--- src/rtl/core/ezd_pkg.sv ---
// Package for the Euler angle to direction cosine matrix block.
// Holds widths, CORDIC constants and the arctangent table; no dependencies.
`timescale 1ns / 1ps
`default_nettype none
package ezd_pkg;
   localparam int ANGLE_BITS = 16;
   localparam int COEF_FRAC_BITS = 14;
   localparam int COEF_BITS = COEF_FRAC_BITS + 2;
   localparam int NUM_ITER = 30;
   localparam int CW = 34;
   localparam logic signed [CW-1:0] CORDIC_X0 = 34'sd652032874;

   typedef logic signed [CW-1:0] q30_type;

   function automatic logic [31:0] atan_entry(input logic [4:0] i);
      logic [31:0] r;
      begin
         case (i)
            5'd0: r = 32'h20000000;  5'd1: r = 32'h12E4051E;  5'd2: r = 32'h09FB385B;
            5'd3: r = 32'h051111D4;  5'd4: r = 32'h028B0D43;  5'd5: r = 32'h0145D7E1;
            5'd6: r = 32'h00A2F61E;  5'd7: r = 32'h00517C55;  5'd8: r = 32'h0028BE53;
            5'd9: r = 32'h00145F2F;  5'd10: r = 32'h000A2F98; 5'd11: r = 32'h000517CC;
            5'd12: r = 32'h00028BE6; 5'd13: r = 32'h000145F3; 5'd14: r = 32'h0000A2FA;
            5'd15: r = 32'h0000517D; 5'd16: r = 32'h000028BE; 5'd17: r = 32'h0000145F;
            5'd18: r = 32'h00000A30; 5'd19: r = 32'h00000518; 5'd20: r = 32'h0000028C;
            5'd21: r = 32'h00000146; 5'd22: r = 32'h000000A3; 5'd23: r = 32'h00000051;
            5'd24: r = 32'h00000029; 5'd25: r = 32'h00000014; 5'd26: r = 32'h0000000A;
            5'd27: r = 32'h00000005; 5'd28: r = 32'h00000003; 5'd29: r = 32'h00000001;
            default: r = 32'h0;
         endcase
         return r;
      end
   endfunction
endpackage
`default_nettype wire

--- src/rtl/core/ezd_mul.sv ---
// Registered Q30 by Q30 product rounded back to Q30.
// Uses ezd_pkg; advances when the enable is high.
`timescale 1ns / 1ps
`default_nettype none
module ezd_mul import ezd_pkg::*; (
   input  wire     clock,
   input  wire     enable,
   input  q30_type a,
   input  q30_type b,
   output q30_type p
);
   logic signed [2*CW-1:0] prod;
   q30_type p_ff;
   assign prod = a * b + (2*CW)'(64'sd536870912);
   always_ff @(posedge clock) begin
      if (enable) p_ff <= CW'(prod >>> 30);
   end
   assign p = p_ff;
endmodule
`default_nettype wire

--- config.mk ---
export PLATFORM = sky130hd
export DESIGN_NAME = ezd_mul
export DESIGN_NICKNAME = d
export VERILOG_FILES = /design/src/rtl/core/ezd_pkg.sv /design/src/rtl/core/ezd_mul.sv
export SDC_FILE = /design/constraint.sdc
export NUM_CORES = 2
export LEC_CHECK = 0
export ABC_AREA = 1
export ABC_CLOCK_PERIOD_IN_PS = 9600
export CAP_MARGIN = 20
export CORE_ASPECT_RATIO = 1.2
export CORE_MARGIN = 1.5
export CORE_UTILIZATION = 29
export DETAILED_ROUTE_END_ITERATION = 10
export DONT_BUFFER_PORTS = 1
export HOLD_SLACK_MARGIN = 0.02
export PLACE_DENSITY = 0.42
export SETUP_SLACK_MARGIN = 0.15
export SLEW_MARGIN = 20
export SYNTH_ARGS = -nofsm -noshare
export SYNTH_HDL_FRONTEND = slang
export SYNTH_SLANG_ARGS = --single-unit
--- constraint.sdc ---
create_clock -name clock -period 9.6 [get_ports clock]
set_clock_uncertainty 0.2 [all_clocks]
set_input_delay 0.48 -clock clock [delete_from_list [all_inputs] [get_ports clock]]
set_output_delay 0.48 -clock clock [all_outputs]
set_load 0.05 [all_outputs]
==> impl_results.md <==
- Status: finished, final reports clean
- Synthesized area: around 43000 um^2
- Filler cells: 16070
- Register area share after synthesis: 0.02365
- Synth Warn #: 0
- Ranking of synthesized cells by area: fa_1, inv_1, nand2_1, ha_1, edfxtp_1
- CP required: ~9400 ps
- Post-CTS setup buffer count: 0
- Area Overhead vs Synth: 3.728%
- Fmax: 125.9 MHz
- Max_cap viols: 0
- Vias per Instance: approximately 4.4
- Total CTS buffers: 5
- Hold Fails Final Rpt: 0
- Main synth FF type: edfxtp_1
- Startpoint types: input pin
- Top cell by count, worst path: fa_1
- Cell count after synthesis: between 5000 and 6000
- Crit share post-route: 0.8276
- Post-cts resize count: 0
- Layout cells sized above 1: 0.01115
- Max incr delay on CP: between 900 and 1000 ps
- Number of flip-flops in the largest register: 34
- CP Cell Sequence: nand2_1 -> inv_1 -> fa_1 -> fa_1 -> fa_1 -> buf_4 -> inv_1 -> fa_1 -> inv_1 -> fa_1 -> fa_1 -> fa_1 -> inv_1 -> fa_1 -> inv_1 -> ha_1 -> a21oi_1 -> o21ai_0 -> a21oi_1 -> nand2_1 -> a21oi_1 -> nand2_1 -> nand2_1 -> nand2_1
- Input/output buffers: 0
- WS Path Type: in2reg
- Vias in the first global route: between 30000 and 40000
- Worst slew margin: 0.4251
- Share of the synthesized area in the top cell type: 0.5529
- Drt first pass iters: 5
- Clk slew on worst S/H paths: approximately 70 ps
- Crit-path slowest cell: fa_1
- TritonCTS clock tree: yes
- Final setup viols: 0
- Number of synthesized flops with an enable pin: 34
- Core footprint: about 150000 um^2
- Hold Path Class: in2reg
- DRT iter0 DRCs: approximately 1500
- Post-Route WL: approximately 140 mm
- FP Rows: between 150 and 200
- Vias: between 30000 and 40000
- Cell taking the most area after synthesis: fa_1
- Final Max Tran Viols: 0
- Yosys reg bits: 34
- Clock net sink count: 34
- CTS root buf: clkbuf_16
- Initial Util: 0.2932
- Count of different cell masters after synthesis: 38
- Largest net degree at the start of global routing: 36
- Hpwl dp: about 120 mm
- Critical path fanouts, max: 33
- Ys async rst share: 0
- Setup TNS: 0 ps
- Slew @ Worst Pin: about 860 ps
- Post-CTS Hold Fix Bufs: 0
- Die Wd: between 300 and 400 um
- Avg Cell Area, Syn: 7.909 um^2
- RD Place Congestion: about 0.90
- Global Route Usage Sum: 0.1906
- H-Tree Depth: 2
- GR Overflow Total: 0
- Fin crit period: around 7900 ps
- Die area: 151200 um^2
- DIE HEIGHT: 425.6 um
- Routed Antenna Nets: 0
- Initial antenna violation count: 3
- RSZ-0062 raised after global routing: no
- Number of nets in the layout: between 6000 and 7000
- Clk buf depth: 2
- Wire per inst: between 15 and 20 um
- Synthesized net count: approximately 6900
- First-pass GRT wire length: 215.8 mm
- I/O pins: approximately 100
- Arrival time at the worst endpoint: between 7000 and 8000 ps
- Setup crit end kind: register
- DRC Markers: 0
## path summary, 6_finish.rpt
kind,from,endpoint,slack (ps),cells past startpoint
worst max-delay path,b[1],p[29],1650,24
worst min-delay path,enable,p[9],90,0
## synth_stat cells, types with 4 or more instances
| library cell | n |
|---|---|
| inv_1 | 1888 |
| nand2_1 | 1408 |
| fa_1 | 1192 |
| clkbuf_1 | 260 |
| ha_1 | 193 |
| nor2_1 | 149 |
| a21oi_1 | 81 |
| nand3_1 | 58 |
| o21ai_0 | 50 |
| edfxtp_1 | 34 |
| xor2_1 | 17 |
| nand2_2 | 12 |
| nor2_2 | 11 |
| o21bai_1 | 10 |
| a21o_1 | 9 |
| buf_2 | 8 |
| nor3_1 | 8 |
| a21boi_0 | 7 |
| inv_2 | 7 |
| or2_2 | 7 |
| nand4_1 | 6 |
| nor4_1 | 6 |
| a31oi_1 | 4 |
| and3_1 | 4 |
| o21a_1 | 4 |
## layer usage
layer  up-vias  GRT usage  routed length, um
met4         2    0.04665               3958
met1     16300     0.2279              53840
li1      14230          -                  -
met5         -          0                 13
met2       573     0.3645              75810
met3       149    0.01533               4716
## metrics by stage
stage                     worst slack, ps  instances  utilization  cell area [um^2]  hold WS (ps)
after floorplan                      1741       5457            -             43160         392.5
after global placement               1296       7143       0.3031             44620         396.9
after detailed placement             1373       7143       0.3031             44620         398.0
after CTS                            1633       7151       0.3041             44760         84.06
after global routing                 1307       7151       0.3041             44760         82.56
final                                1655       7155       0.3041             44770         91.57
## kinds of logic (layout without fill, tap and decap cells)
family                     count (synthesis)  after routing  share of synthesized area
other                                      0              4                          0
AOI/OAI and AO/OA                        172            172                    0.02212
buffers and inverters                   2164           1908                     0.1885
adders and majority gates               1385           1385                     0.6088
and+or+nand+nor                         1682           1682                     0.1529
xor gates and xnor gates                  20             20                   0.004058
DFF                                       34             34                    0.02365
## final cells by class
type	count	area (um^2)	area share
Sequential cell	34	1021	0.02280
Clock buffer	6	128.9	0.002879
Timing Repair Buffer	5	37.54	0.0008384
Tap cell	1950	2440	0.05450
Clock inverter	2	13.76	0.0003074
Multi-Input combinational cell	3259	34010	0.7596
Antenna cell	4	10.01	0.0002236
Inverter	1895	7113	0.1589
## critical path: cells and delay by family
kind	cells	cell delay [ps]
compound gates	4	1010
fa+ha+maj	9	5020
buf+inv	6	840
simple gates	5	410
## cells in the final DEF, fill, tap and decap left out, types with 8 or more instances in the layout
| cell type | synthesis | routed |
|---|---|---|
| inv_1 | 1888 | 1888 |
| nand2_1 | 1408 | 1408 |
| fa_1 | 1192 | 1192 |
| ha_1 | 193 | 193 |
| nor2_1 | 149 | 149 |
| a21oi_1 | 81 | 81 |
| nand3_1 | 58 | 58 |
| o21ai_0 | 50 | 50 |
| edfxtp_1 | 34 | 34 |
| xor2_1 | 17 | 17 |
| nand2_2 | 12 | 12 |
| nor2_2 | 11 | 11 |
| o21bai_1 | 10 | 10 |
| a21o_1 | 9 | 9 |
| nor3_1 | 8 | 8 |
Power is not shown: default switching activity piles up to over one toggle a cycle in this logic, so the estimate is an artifact.
